<file path="config.mk">
export PLATFORM = sky130hd
export DESIGN_NAME = rbr_queue
export DESIGN_NICKNAME = d
export VERILOG_FILES = /design/src/rtl/core/rbr_pkg.sv /design/src/rtl/core/rbr_queue.sv
export SDC_FILE = /design/constraint.sdc
export NUM_CORES = 1
export LEC_CHECK = 0
export CORE_MARGIN = 4
export CORE_UTILIZATION = 67
export DETAILED_ROUTE_END_ITERATION = 12
export DONT_BUFFER_PORTS = 1
export PLACE_DENSITY = 0.83
export RECOVER_POWER = 50
export SYNTH_ARGS = -nofsm -noshare
export SYNTH_HDL_FRONTEND = slang
export SYNTH_SLANG_ARGS = --single-unit
</file>
<file path="constraint.sdc">
create_clock -name clk -period 4.67 [get_ports clk]
set_input_delay 0.467 -clock clk [delete_from_list [all_inputs] [get_ports clk]]
set_output_delay 0.467 -clock clk [all_outputs]
set_load 0.02 [all_outputs]
</file>
<file path="src/rtl/core/rbr_pkg.sv">
// Shared constants, types and codes of the bilinear RGB resizer.
package rbr_pkg;

	localparam int SRC_W_MAX = 256;
	localparam int SRC_H_MAX = 256;
	localparam int DST_MAX   = 4096;
	localparam int FRAC      = 16;

	localparam int CH    = 8;
	localparam int NCH   = 3;
	localparam int RGBW  = CH * NCH;
	localparam int COLW  = 12;
	localparam int SWW   = 9;
	localparam int TWW   = 13;
	localparam int CFGW  = 13;
	localparam int CFGIW = 2;

	localparam int XW   = $clog2(SRC_W_MAX);
	localparam int YW   = $clog2(SRC_H_MAX);
	localparam int MW   = (XW > YW) ? XW : YW;
	localparam int DW   = $clog2(DST_MAX);
	localparam int PW   = DW + MW;
	localparam int NDIV = MW + FRAC;

	localparam int BANK_DEPTH = SRC_W_MAX * SRC_H_MAX / 4;

	localparam int QDEPTH = 4;
	localparam int QAW    = $clog2(QDEPTH);

	localparam int HW = CH + FRAC + 1;
	localparam int TW = CH + FRAC;
	localparam int VW = CH + 2 * FRAC + 1;
	localparam int RW = VW - 2 * FRAC;

	typedef enum logic {
		OP_LOAD = 1'b0,
		OP_REQ  = 1'b1
	} op_t;

	typedef enum logic [CFGIW-1:0] {
		CFG_SRC_W = 2'd0,
		CFG_SRC_H = 2'd1,
		CFG_DST_W = 2'd2,
		CFG_DST_H = 2'd3
	} cfg_idx_t;

	typedef struct packed {
		logic [XW-1:0] sw_m1;
		logic [YW-1:0] sh_m1;
		logic [DW-1:0] tw_m1;
		logic [DW-1:0] th_m1;
		logic [DW-1:0] div_x;
		logic [DW-1:0] div_y;
	} geom_t;

	typedef struct packed {
		op_t             op;
		logic [PW-1:0]   prod_x;
		logic [PW-1:0]   prod_y;
		logic [XW-1:0]   wcol;
		logic [YW-1:0]   wrow;
		logic [RGBW-1:0] rgb;
	} item_t;

endpackage

</file>
<file path="src/rtl/core/rbr_queue.sv">
// Short item queue between the front end and the back end.
module rbr_queue import rbr_pkg::*; (
	input  logic         clk,
	input  logic         arst_n,
	input  logic         push,
	input  item_t        push_item,
	input  logic         pop,
	output logic         head_valid,
	output item_t        head,
	output logic [QAW:0] count
);

	item_t          mem_q [QDEPTH];
	logic [QAW-1:0] wr_ptr_q;
	logic [QAW-1:0] rd_ptr_q;
	logic [QAW:0]   count_q;

	always_ff @(posedge clk or negedge arst_n) begin
		if (!arst_n) begin
			wr_ptr_q <= '0;
			rd_ptr_q <= '0;
			count_q  <= '0;
		end else begin
			if (push) begin
				wr_ptr_q <= wr_ptr_q + 1'b1;
			end
			if (pop) begin
				rd_ptr_q <= rd_ptr_q + 1'b1;
			end
			if (push && !pop) begin
				count_q <= count_q + 1'b1;
			end else if (pop && !push) begin
				count_q <= count_q - 1'b1;
			end
		end
	end

	always_ff @(posedge clk) begin
		if (push) begin
			mem_q[wr_ptr_q] <= push_item;
		end
	end

	assign head_valid = (count_q != '0);
	assign head       = mem_q[rd_ptr_q];
	assign count      = count_q;

	a_no_overflow: assert property (@(posedge clk) disable iff (!arst_n)
		(push && !pop) |-> (32'(count_q) < QDEPTH))
		else $error("queue overflow");
	a_empty_ptrs: assert property (@(posedge clk) disable iff (!arst_n)
		(count_q == '0) |-> (wr_ptr_q == rd_ptr_q))
		else $error("queue pointers disagree with empty count");

endmodule

</file>
; After elaboration in Yosys (flattened, before gate mapping)
; Memory sizes are Yosys's and may differ from the RTL's.
; Cells that the tools add are included.
[classes]
n_addsub = 4
muxes = 4
n_reduce_logical = 6
[op_table]
columns = op, count
row1 = $mux W3, 2
row2 = $add A2 B1 Y2 const B, 2
row3 = $add A3 B1 Y3 const B, 1
row4 = $reduce_bool A3 Y1, 1
row5 = $sub A3 B1 Y3 const B, 1
row6 = $logic_and A1 B1 Y1, 2
row7 = $logic_not A1 Y1, 2
row8 = $mux W1, 2
row9 = $reduce_bool A2 Y1, 1
[totals]
ff_bits = 7
ramBits = 324
inputBits = 85
out_inout_bits = 85
wordCells = 18
n_memories = 1
[mem_list]
columns = name, words, word_bits, read_ports, rd_clocked_by_memory_dff, write_ports, line
row1 = mem_q, 4, 81, 1, 0, 1, rbr_queue.sv:13  ; item_t mem_q [QDEPTH];

; Logic depth before layout (Yosys ltp)
[logic_depth]
ltp_word = 4
ltp_mapped = 7

; Worst setup path after synthesis
; OpenSTA, ideal clock, no wires.
[synth_timing]
path_type = register to register
start = register wr_ptr_q[0]
end = memory mem_q[0][0] (netlist bit) (enable)
arrival_ps = 2506
t_required_ps = 4222
slack_ps = 1715
path_stages_with_launch = 4
path_buffers = 0
path_cell_list = dfrtp_1 > inv_1 > ha_1 > and2_1
[synth_rtl]
columns = element, line
row1 = "start, declared", rbr_queue.sv:14  ; logic [QAW-1:0] wr_ptr_q;
row2 = "start signal, assigned", rbr_queue.sv:25  ; wr_ptr_q <= wr_ptr_q + 1'b1;
row3 = "end, declared", rbr_queue.sv:13
; No word-level cell before the write port.

; Worst setup path after layout
[layout_timing]
start = register wr_ptr_q[0]
end = memory mem_q[3][69] (netlist bit) (enable)
; No word-level cell before the write port.

==> summary.md <==
| Metric | Value |
|---|---|
| Layout cells sized above 1 | `23.3%` |
| Top post-synthesis cells by area | `edfxtp_1 81%, mux4_2 15%, dfrtp_1 1.5%, buf_6 0.75%, ha_1 0.52%` |
| Layout area overhead | `14.8%` |
| Power per cell area | `between 600 and 700 nW/µm²` |
| CP max FO | `51` |
| Critical path class | `flop to flop` |
| WHS | `roughly 0.026 ns` |
| RSZ-0062 raised after global routing | `no` |
| Slowest CP cell | `and2_1` |
| Synthesized area per cell | `26.5 µm²` |
| Finish-stage setup viols | `0` |
| CTS root buf | `clkbuf_16` |
| Vias post-DR | `slightly above 5000` |
| CP max stage delay | `roughly 1.8 ns` |
| Total Wirelength | `23.2 mm` |
| Yosys top cell by area | `edfxtp_1` |
| Commonest non-fill, non-tap cell in the layout | `edfxtp_1` |
| Crit path DAT | `between 3 and 4 ns` |
| DR WL/cell | `approximately 30 µm` |
| FILL cells | `789` |
| Pin count of the biggest net entering global routing | `83` |
| Final Hold Fails | `0` |
| Layout Nets | `~630` |
| Boundary Pins | `between 150 and 200` |
| Clk Latency, worst-skew pair | `0.54 ns` |
| CP Data Required Time | `around 4.9 ns` |
| Fin crit share | `between 70 and 80%` |
| Gr ovfl total | `0` |
| Status | `complete, but fails checks` |
| Max Root-Sink Buffers | `3` |
| Post-synthesis register bit count | `around 330` |
| Detail Placement HPWL | `12.4 mm` |
| Die Footprint | `about 20000 µm²` |
| Initial DRC Count | `between 400 and 500` |
| Commonest cells after routing, fill and taps aside | `324 x edfxtp_1, 81 x mux4_2, 63 x dlygate4sd3_1` |
| GR Util All Layers | `between 20% and 30%` |
| Initial antenna violation count | `1` |
| Core ar. | `about 17000 µm²` |
| CTS Sinks | `about 330` |
| Max cap viols | `1` |
| Storage cell area | `about 9900 µm²` |
| Failing checks | `max-capacitance violations, max-slew violations` |
| Post-route ant nets | `0` |
| Vias/cell | `6.56` |
| Setup TNS | `0 ns` |
| Startpoint Class | `flop` |
| Worst-path cell chain | `ha_1, and2_1, buf_4` |
| H-tree depth | `1` |
| Slew at the pin with the worst max-slew slack | `~2.5 ns` |
| Delay-heaviest family, CP | `simple AND/OR/NAND/NOR gates` |
| GPL Wtd Cong | `0.704` |
| First-pass GRT wire length | `~34 mm` |
| Share of the synthesized area in the top cell type | `80.5%` |
| Syn_nets | `~550` |
| Sum of buffers and inverters on the critical path | `1` |
| Site Rows | `48` |
| Final Max Tran Viols | `between 50 and 60` |
| Reg clk slew, reported paths | `roughly 0.060 ns` |
| CTS tree | `built` |
| Multi-input gate area | `2030 µm²` |
| Post-synthesis sequential area ratio | `roughly four fifths` |
| # DRC | `0` |
| Starting density of the core | `approximately 69%` |
| Final Critical Period | `around 3.5 ns` |
| Setup crit end kind | `flop` |
| Chip Height | `approximately 140 µm` |
| Number of detailed-route iterations in the first pass | `5` |
| Vias in the first global route | `between 5000 and 6000` |
| Port buffer count | `0` |
| Skew final | `~0.013 ns` |
| Synthesis Warnings | `0` |
| Setup bufs post-CTS | `0` |
| Peak supply drop | `about 0.60 mV` |
| Fmax | `between 0.2 and 0.3 GHz` |
| Post-Synthesis Cell Area | `~12000 µm²` |
| Slew HR | `-67.0%` |
| Die X | `142 µm` |
| Total CTS buffers | `31` |
| Syn Inst Count | `roughly 460` |
| Worst hold path class | `primary input to flop` |
| Synth unique cells | `17` |
| Leak | `4.44 nW` |
## Yosys cell counts, drive strengths merged
| master | instances |
|---|---|
| mux4 | 81 |
| inv | 4 |
| edfxtp | 324 |
| nand2 | 2 |
| fa | 1 |
| buf | 18 |
| or3 | 1 |
| dfrtp | 7 |
| o21ai | 1 |
| xor2 | 4 |
| nor2 | 1 |
| ha | 5 |
| xnor2 | 2 |
| and2 | 4 |
| mux2 | 1 |
## kinds of logic after synthesis
| family | synth area share [%] |
|---|---|
| compound gates | 0.0414 |
| xor+xnor | 0.435 |
| fa+ha+maj | 0.684 |
| buf+inv | 1.31 |
| flops | 82.0 |
| mux | 15.2 |
| simple gates | 0.352 |
## flip-flops by register name, summed over array words and instances (netlist names)
register	count
rd_ptr_q	2
mem_q	324
wr_ptr_q	2
count	3
## stage by stage
stage	total power [mW]	utilization [%]	cells	instance area [µm²]	setup slack (ns)
5_1_grt	9.33	79.4	789	13900	0.904
2_1_floorplan	6.18	-	456	12100	1.72
4_1_cts	8.98	77.5	755	13500	1.40
3_5_place_dp	6.59	70.3	670	12300	2.00
3_3_place_gp	6.51	70.3	670	12300	2.00
6_report	8.97	79.4	789	13900	1.18
## where the power goes
group / leakage, nW / total, mW / internal (mW) / switching (mW)
Combinational: 0.929 / 2.25 / 0.878 / 1.37
Sequential: 3.06 / 4.34 / 3.90 / 0.439
Clock: 0.456 / 2.38 / 1.38 / 0.995
Total: 4.44 / 8.97 / 6.16 / 2.81
## metal layers
layer  vias up  GRT usage (%)  part of all wire (%)  wire [µm]
met2       287           38.5                    53      12400
met1      2715           29.8                    34       7880
met4         0           6.21                   3.0        706
met3        50           7.22                   9.7       2250
met5         -              0                     0          0
li1       2123              -                     -          -
## layout make-up
type / instances / area share [%]
well taps: 225 / 2.03
clock buffers: 43 / 5.92
diodes: 1 / 0.0180
repair buffers: 70 / 4.93
inverters: 4 / 0.108
multi-input cells: 103 / 14.6
clock inverters: 12 / 0.938
flip-flops and latches: 331 / 71.5
## what timing repair did
| item | CTS | global route |
|---|---|---|
| hold buffers | 30 | 33 |
| gates resized for setup | 0 | 0 |
| endpoints found under the setup margin | 0 | 0 |
| endpoints found under the hold margin | 73 | 97 |
## final timing paths
kind                       slack [ns]  cells past startpoint           end           from
setup / recovery                 1.18                      3  mem_q[3][69]    wr_ptr_q[0]
hold / removal                   0.03                      0  mem_q[2][40]  push_item[40]
setup reg to reg                 1.18                      3  mem_q[3][69]    wr_ptr_q[0]
hold reg to reg                  0.53                      1   wr_ptr_q[0]    wr_ptr_q[0]
max in group asynchronous        4.13                      1   rd_ptr_q[0]         arst_n
min in group asynchronous        0.26                      1      count[2]         arst_n
## worst register-to-register path, stage by stage (launching register included)
cell and delay (ns):
dfrtp_1 0.41, ha_1 0.18, and2_1 1.83, buf_4 0.69
Note: power is estimated with default switching activity, not from simulation.
