==> config.mk <==
export PLATFORM = sky130hd
export DESIGN_NAME = rbr_front
export DESIGN_NICKNAME = d
export VERILOG_FILES = /design/src/rtl/core/rbr_pkg.sv /design/src/rtl/core/rbr_front.sv
export SDC_FILE = /design/constraint.sdc
export NUM_CORES = 1
export LEC_CHECK = 0
export BUFFER_PORTS_ARGS = -buffer_cell sky130_fd_sc_hd__buf_2
export CAP_MARGIN = 0
export CORE_MARGIN = 2
export CORE_UTILIZATION = 54
export DETAILED_ROUTE_END_ITERATION = 8
export GPL_TIMING_DRIVEN = 0
export PLACE_DENSITY = 0.78
export SLEW_MARGIN = 20
export SYNTH_ARGS = -nofsm -noshare
export SYNTH_HDL_FRONTEND = slang
export SYNTH_SLANG_ARGS = --single-unit
==> constraint.sdc <==
create_clock -name clk -period 5.6 [get_ports clk]
set_input_delay 0 -clock clk [delete_from_list [all_inputs] [get_ports clk]]
set_output_delay 0 -clock clk [all_outputs]
set_load 0.05 [all_outputs]
==> src/rtl/core/rbr_pkg.sv <==
// Shared constants, types and codes of the bilinear RGB resizer.
package rbr_pkg;

	localparam int SRC_W_MAX = 256;
	localparam int SRC_H_MAX = 256;
	localparam int DST_MAX   = 4096;
	localparam int FRAC      = 16;

	localparam int CH    = 8;
	localparam int NCH   = 3;
	localparam int RGBW  = CH * NCH;
	localparam int COLW  = 12;
	localparam int SWW   = 9;
	localparam int TWW   = 13;
	localparam int CFGW  = 13;
	localparam int CFGIW = 2;

	localparam int XW   = $clog2(SRC_W_MAX);
	localparam int YW   = $clog2(SRC_H_MAX);
	localparam int MW   = (XW > YW) ? XW : YW;
	localparam int DW   = $clog2(DST_MAX);
	localparam int PW   = DW + MW;
	localparam int NDIV = MW + FRAC;

	localparam int BANK_DEPTH = SRC_W_MAX * SRC_H_MAX / 4;

	localparam int QDEPTH = 4;
	localparam int QAW    = $clog2(QDEPTH);

	localparam int HW = CH + FRAC + 1;
	localparam int TW = CH + FRAC;
	localparam int VW = CH + 2 * FRAC + 1;
	localparam int RW = VW - 2 * FRAC;

	typedef enum logic {
		OP_LOAD = 1'b0,
		OP_REQ  = 1'b1
	} op_t;

	typedef enum logic [CFGIW-1:0] {
		CFG_SRC_W = 2'd0,
		CFG_SRC_H = 2'd1,
		CFG_DST_W = 2'd2,
		CFG_DST_H = 2'd3
	} cfg_idx_t;

	typedef struct packed {
		logic [XW-1:0] sw_m1;
		logic [YW-1:0] sh_m1;
		logic [DW-1:0] tw_m1;
		logic [DW-1:0] th_m1;
		logic [DW-1:0] div_x;
		logic [DW-1:0] div_y;
	} geom_t;

	typedef struct packed {
		op_t             op;
		logic [PW-1:0]   prod_x;
		logic [PW-1:0]   prod_y;
		logic [XW-1:0]   wcol;
		logic [YW-1:0]   wrow;
		logic [RGBW-1:0] rgb;
	} item_t;

endpackage

==> src/rtl/core/rbr_front.sv <==
// Front end: accepts items, drops out-of-range loads, forms the axis products.
module rbr_front import rbr_pkg::*; (
	input  logic            clk,
	input  logic            arst_n,
	input  logic            item_valid,
	output logic            item_stall,
	input  logic            mode,
	input  logic [COLW-1:0] col,
	input  logic [COLW-1:0] row,
	input  logic [CH-1:0]   red_in,
	input  logic [CH-1:0]   green_in,
	input  logic [CH-1:0]   blue_in,
	input  geom_t           geom,
	input  logic [QAW:0]    q_count,
	output logic            push,
	output item_t           push_item
);

	logic          s1_valid_q;
	item_t         s1_item_q;
	item_t         nxt;
	logic          accept;
	logic          keep;
	logic [DW-1:0] dcol;
	logic [DW-1:0] drow;

	assign item_stall = (32'(q_count) + 32'(s1_valid_q)) >= QDEPTH;
	assign accept     = item_valid && !item_stall;

	always_comb begin
		dcol = (32'(col) > 32'(geom.tw_m1)) ? geom.tw_m1 : DW'(col);
		drow = (32'(row) > 32'(geom.th_m1)) ? geom.th_m1 : DW'(row);
		nxt.op     = op_t'(mode);
		nxt.prod_x = PW'(dcol) * PW'(geom.sw_m1);
		nxt.prod_y = PW'(drow) * PW'(geom.sh_m1);
		nxt.wcol   = XW'(col);
		nxt.wrow   = YW'(row);
		nxt.rgb    = {red_in, green_in, blue_in};
		keep = (nxt.op == OP_REQ) ||
			((32'(col) <= 32'(geom.sw_m1)) && (32'(row) <= 32'(geom.sh_m1)));
	end

	always_ff @(posedge clk or negedge arst_n) begin
		if (!arst_n) begin
			s1_valid_q <= 1'b0;
		end else begin
			s1_valid_q <= accept && keep;
		end
	end

	always_ff @(posedge clk) begin
		if (accept) begin
			s1_item_q <= nxt;
		end
	end

	assign push      = s1_valid_q;
	assign push_item = s1_item_q;

endmodule

### After elaboration in Yosys (flattened, before gate mapping)

Index checks and enable logic that the tools add are counted.

* register bits after elaboration: 82
* word-level logic and storage cells: 22

* muxes and demuxes: 2
* order comparisons: 5
* multipliers: 2
* $add $sub $neg: 1
* reduce and logical (&&, ||, !) cells: 5

Operator list (count)
* $mul A12 B8 Y20: 2
* $gt A12 B12 Y1: 2
* $le A12 B8 Y1: 2
* $mux W12: 2
* $add A3 B1 Y4: 1
* $ge A4 B3 Y1 const B: 1
* $logic_and A1 B1 Y1: 3
* $logic_not A1 Y1: 1
* $logic_or A1 B1 Y1: 1

### Logic depth before layout (Yosys ltp)

Gate-level depths: netlist of run 1.

* depth in word-level cells: 5
* gate-level depth with buffers: 26

### Least setup slack after synthesis of run 1

OpenSTA, ideal clock, no wires.

* path type: input to register
* start: input geom[25] in the netlist's numbering
* end: register s1_item_q, in the netlist push_item[56] (data pin)
* data arrival time: 5.175 ns
* setup time: 0.260 ns
* path buffers: 1
* path slack: 0.165 ns
* required time: 5.340 ns
* stages: 23
* cells stage by stage: inv_1 > ha_1 > nor2b_1 > o211ai_1 > a211o_1 > a31oi_4 > buf_12 > mux2i_4 > nand2b_1 > fa_1 > fa_1 > inv_1 > fa_1 > inv_1 > fa_1 > inv_1 > ha_1 > nand4_1 > nor4b_1 > nor3_2 > a21oi_1 > a31oi_1 > xnor2_1

RTL lines
* from (decl): RTL line rbr_front.sv:13 `input geom_t geom,`
* to (signal assigned): RTL line rbr_front.sv:53 `s1_item_q <= nxt;`
* to (decl): RTL line rbr_front.sv:20 `item_t s1_item_q;`

==> results of run 1 <==
-- cell usage after synthesis, types with 2 or more instances --
cell type  instances
clkbuf_1          11
and3_1             2
mux2i_1           13
nor2b_1           24
nand2b_1          22
a211o_1            3
o21ai_0           15
fa_1             120
nand3_1            5
xnor2_1           20
nor4b_1            2
and2_1            12
o21a_1             6
xor2_1             6
mux2_4             3
inv_1            195
nor4_1             3
mux2i_4            6
clkinv_1           3
nor2_1           139
mux2i_2            4
nand2_1           54
ha_1             120
nor3_1             7
nand4_1           15
a21oi_1           39
a21o_1            15
o211ai_1           6
edfxtp_1          81
a31oi_1            7
mux2_2             7
a211oi_1           3
-- what timing repair did --
item                                    4_1_cts  5_1_grt
gates cloned                                  0        1
hold buffers                                 45        0
endpoints found under the setup margin       14       17
pin swaps                                     3       30
resized for setup                            18       89
endpoints found under the hold margin        45        0
buffers inserted                              9       41
-- critical path, stage by stage --
cell	delay, ps
buf_8	80
inv_4	30
ha_4	250
nor2b_4	120
o211ai_1	130
a211o_1	340
a31oi_4	180
buf_6	130
buf_12	110
buf_12	110
mux2i_4	270
buf_4	180
nor2_1	60
fa_1	450
fa_1	540
inv_1	50
fa_1	470
fa_1	540
inv_1	40
ha_1	350
o211ai_1	200
a21o_1	150
nand3_1	160
a31oi_2	280
o21ai_0	170
xnor2_1	160
-- layout make-up --
type / instances / area share
Multi-Input combinational cell: 696 / 0.552
Sequential cell: 82 / 0.193
Timing Repair Buffer: 274 / 0.142
Inverter: 199 / 0.0588
Tap cell: 229 / 0.0225
Clock buffer: 9 / 0.0177
Buffer: 13 / 0.00756
Clock inverter: 7 / 0.00599
Antenna cell: 1 / 0.000196
-- routing by layer --
metal | share of wire | global-route usage | up-vias
li1 | - | - | 3797
met1 | 0.40 | 0.358 | 3997
met2 | 0.49 | 0.447 | 423
met3 | 0.085 | 0.0609 | 63
met4 | 0.024 | 0.0766 | 2
met5 | 0.00045 | 0 | -
-- state kept, by name (all words and copies together) (netlist names) --
name       flops
push           1
push_item     81
-- final timing paths --
path	cells past startpoint	slack (ps)	end
hold / removal	4	180	push_item[41]
min in group asynchronous	3	490	push
setup / recovery	26	130	push_item[57]
setup reg to reg	3	3670	push_item[73]
hold reg to reg	2	1060	push_item[2]
max in group asynchronous	3	5010	push
-- power by group through the flow --
| stage | Combinational, mW | Sequential, mW | Clock [mW] |
|---|---|---|---|
| floorplan | 2.83 | 1.47 | 0 |
| global placement | 4.08 | 1.04 | 0 |
| detailed placement | 4.16 | 1.03 | 0 |
| CTS | 4.33 | 1.02 | 0.632 |
| global route | 5.47 | 1.04 | 0.657 |
| finish | 4.91 | 1.02 | 0.623 |
-- cells in the final DEF, fill, tap and decap left out, types with 5 or more instances in the layout --
cell type and count:
inv_1 187, buf_2 171, nor2_1 135, fa_1 119, ha_1 106, edfxtp_1 81, nand2_1 54, buf_4 49
dlygate4sd3_1 45, a21oi_1 35, nor2b_1 22, nand2b_1 20, xnor2_1 20, mux2i_4 19, nand4_1 15, a21o_1 15
o21ai_0 12, ha_4 12, and2_1 11, clkbuf_1 9, clkbuf_16 9, inv_2 8, nor3_1 7, o211ai_1 6
buf_12 6, buf_6 6, o21a_1 6, xor2_1 6, a21oi_2 5, mux2_4 5, mux2_2 5, nand3_1 5
-- cell families after synthesis --
| kind of cell | Yosys count | share of synthesized area |
|---|---|---|
| multiplexers | 33 | 0.0449 |
| AO/OA/AOI/OAI | 109 | 0.0721 |
| buffers and inverters | 214 | 0.0841 |
| XOR/XNOR | 26 | 0.0230 |
| flip-flops | 82 | 0.248 |
| AND/OR/NAND/NOR | 288 | 0.133 |
| adder cells (fa/ha/maj) | 240 | 0.395 |
-- per-stage QoR --
| step | instances | cell area [sq um] | hold WS (ps) |
|---|---|---|---|
| 3_5_place_dp | 1399 | 11100 | -209 |
| 4_1_cts | 1468 | 12000 | 89.9 |
| 6_report | 1510 | 12700 | 182 |
| 5_1_grt | 1509 | 12700 | 228 |
| 3_3_place_gp | 1398 | 11100 | -206 |
| 2_1_floorplan | 992 | 9890 | -296 |
==> impl_results.md, run 1 <==
- Clock Latency Late Sink: 370 ps
- Die width: 139 microns
- Global-route wire length before repair: 41900 microns
- Layout cell share with drive strength beyond 1: 0.260
- RSZ-0062 raised after global routing: yes
- Worst Setup SP: geom[25]
- Post-synth top area share: 0.246
- Largest net degree at the start of global routing: 43
- Switching power total: 3.19 mW
- Final wirelength: 26700 microns
- WL/cell: 17.7 microns
- CTS max path bufs: 2
- ANT nets after route: 0
- Final Util: 0.709
- Worst r2r src: push
- Final setup fails: 0
- Row count: 49
- Net Sw Frac: 0.486
- Core ar.: 18000 sq um
- Gr ovfl total: 0
- Root buffer cell: clkbuf_16
- Crit. End Element: flop
- Netlist cell types: 56
- Residual DRC: 0
- Initial Util: 0.551
- Worst hold path type: primary input to flop
- Power Total: 6.56 mW
- Syn. warnings: 0
- Worst VDD drop: 0.548 mV
- Fill cell count: 1237
- Register bit total from synthesis: 82
- Relative slew slack: 0.595
- Critical path fanouts, max: 4
- HP Start: geom[49]
- Area of the multi-input gates: 7040 sq um
- Comb pwr share: 0.749
- Pint: 3.37 mW
- Initial antenna violation count: 2
- FF/Latch Area: 2460 sq um
- Die area: 19400 sq um
- Initial DRC Count: 604
- Max-cap check violation count: 0
- Status: completed
- CTS Sinks: 82
- Leak pwr: 6.17 nW
- TritonCTS Buffers: 9
- Pwr/cell area: 514 nW/um^2
- Synth Net Count: 1351
- Synthesis-to-layout area growth: 28.8%
- GRT Total Usage: 0.270
- Layout net count: 1634
- CP Launch Type: primary input
- Clk slew on worst S/H paths: 70 ps
- Synth Flop Type: edfxtp_1
- Measured slew at the worst slew-check pin: 608 ps
- Asr flop ratio synth: 0.0122
- Final Worst Setup Slack: 126 ps
- Ports: 202
- WP data arrival: 5580 ps
- Seq pwr share: 0.156
- Final period utilization: 0.978
- Post-synth top area cell: edfxtp_1
- Max Fclk: 0.183 GHz
- Via count: 8282
- Port Buffer Count: 177
- GP Congestion: 0.923
- Synth area leaders: edfxtp_1 (25%), fa_1 (24%), ha_1 (15%)
- DIE HEIGHT: 139 microns
- Vias in the first global route: 8367
- DP HPWL: 19000 microns
- Hold Vio Cnt, Final: 0
- Clock power share: 0.095
- Vias per inst: 5.48
- Max Clock Skew: 5.82 ps
- Mean Syn Cell Area: 9.97 sq um
- Fin crit period: 5470 ps
- Drt pass-1 iters: 5
- Pre-CTS WS: -771 ps
- Critical Path RT: 5710 ps
- Sequential area share after synthesis: 0.248
- Post-Syn Area: 9890 sq um
- Slew Limit Fails: 0
- Post-synth EDFFs: 81
- Synth Instances: 992
- Worst setup path category: primary input to flop
- Setup_tns: 0 ps
- CTS tree: done
- H-tree levels: 3
Power figures use the tool's default switching activity.
==> inputs of run 2 (changes only) <==
==> constraint.sdc (replaced) <==
create_clock -name clk -period 5.9 [get_ports clk]
set_input_delay 0 -clock clk [delete_from_list [all_inputs] [get_ports clk]]
set_output_delay 0 -clock clk [all_outputs]
set_load 0.05 [all_outputs]
==> impl_results.md, run 2 (synthesis results as in run 1) <==
- Status: completed
- WL/cell: 16.8 microns
- Setup_tns: 0 ps
- Leak pwr: 5.92 nW
- Final setup fails: 0
- DP HPWL: 19000 microns
- Design Area, Final: 12100 sq um
- TritonCTS Buffers: 9
- Root buffer cell: clkbuf_16
- RSZ-0062 raised after global routing: yes
- Clock Latency Late Sink: 370 ps
- GP Congestion: 0.923
- Met1 Use GR: 0.355
- Max reg flops: 81
- Measured slew at the worst slew-check pin: 624 ps
- Port Buffer Count: 177
- Fin crit period: 5640 ps
- Most frequent cells in the layout: inv_1 (195), buf_2 (177), nor2_1 (139)
- GRT Total Usage: 0.266
- Clk slew on worst S/H paths: 80 ps
- Gr ovfl total: 0
- CP Launch Type: primary input
- Max Fclk: 0.177 GHz
- Ports: 202
- Max-cap check violation count: 0
- Area after DPL: 11100 sq um
- Slew Limit Fails: 0
- WHS: 114 ps
- Top Usage Layer GRT: met2
- Initial Util: 0.551
- H-tree levels: 3
- Final wirelength: 24700 microns
- WP data arrival: 5860 ps
- Via count: 7991
- Hold Vio Cnt, Final: 0
- Non-Filler Instances: 1467
- Vias per inst: 5.45
- Worst setup path category: primary input to flop
- Inst Count DP: 1399
- Met2 Usage GRT: 0.439
- Final Util: 0.671
- Drt pass-1 iters: 5
- CTS Sinks: 82
- Global-route wire length before repair: 41200 microns
- Layout cell share with drive strength beyond 1: 0.204
- Critical Path RT: 6120 ps
- Core ar.: 18000 sq um
- Residual DRC: 0
- Relative slew slack: 0.576
- Pre-CTS WS: -471 ps
- Max Clock Skew: 5.53 ps
- Worst hold path type: primary input to flop
- Commonest non-fill, non-tap cell in the layout: inv_1
- CTS tree: done
- CTS max path bufs: 2
- Power Total: 5.73 mW
- Synthesis-to-layout area growth: 21.9%
- Die width: 139 microns
- GR met3 Demand/Resource: 0.0637
- Crit. End Element: flop
- Final Worst Setup Slack: 262 ps
- Critical path fanouts, max: 10
- Row count: 49
- Largest net degree at the start of global routing: 43
- Die area: 19400 sq um
- Layout net count: 1591
- Initial DRC Count: 512
- DIE HEIGHT: 139 microns
- ANT nets after route: 0
- Worst VDD drop: 0.543 mV
- Final period utilization: 0.956
- Pwr/cell area: 475 nW/um^2
- Initial antenna violation count: 2
- Vias in the first global route: 8209
run 2: changes by cell type in the layout (fill, tap and decap cells not counted), sizes merged:
cell / before / now
buf: 233 / 189
clkbuf: 18 / 19
run 2: what timing repair did:
action / CTS / global route
hold buffers: 45 / 0
setup buffers: 0 / 8
resized for setup: 4 / 24
endpoints found under the setup margin: 2 / 13
endpoints found under the hold margin: 45 / 0
gates cloned: 0 / 0
pin swaps: 0 / 3
run 2: final timing paths:
check                      slack (ps)  startpoint             to  depth (start not counted)
max in group asynchronous        5310      arst_n           push                          3
hold reg to reg                  1070        push  push_item[14]                          2
hold / removal                    110    geom[36]  push_item[60]                          3
setup reg to reg                 3960        push  push_item[73]                          3
setup / recovery                  260    geom[46]  push_item[73]                         24
min in group asynchronous         490      arst_n           push                          3
run 2: layout make-up:
class                   instances  area (sq um)
clock inverters                 7          76.3
inverters                     199           747
fillers                      1366          5900
diodes                          1          2.50
flip-flops and latches         82          2460
well taps                     229           287
clock buffers                   9           225
multi-input cells             696          6760
plain buffers                  13          77.6
repair buffers                231          1430
run 2: critical path, cell delays in order:
cell and delay [ps]:
buf_2 120, inv_1 60, ha_1 310, nand4_1 150, a211o_1 300, a31oi_1 130, buf_4 250, buf_6 230
mux2_2 400, nand2_1 120, fa_1 450, fa_1 490, inv_1 50, fa_1 530, inv_1 80, fa_1 570
inv_1 50, ha_1 350, o21a_1 140, o31a_1 150, o21ai_1 230, a21oi_2 140, or4_1 420, nand4_1 120
run 2: metal layers:
metal | wire [microns] | up-vias | part of all wire
li1 | - | 3708 | -
met1 | 10300 | 3897 | 0.42
met2 | 11900 | 340 | 0.48
met3 | 1970 | 44 | 0.080
met4 | 501 | 2 | 0.020
met5 | 12 | - | 0.00049
run 2: power breakdown:
part | switching (mW) | total, mW | internal (mW)
combinational | 2.54 | 4.17 | 1.63
clock | 0.284 | 0.587 | 0.303
sequential | 0.0283 | 0.969 | 0.941
total | 2.86 | 5.73 | 2.87
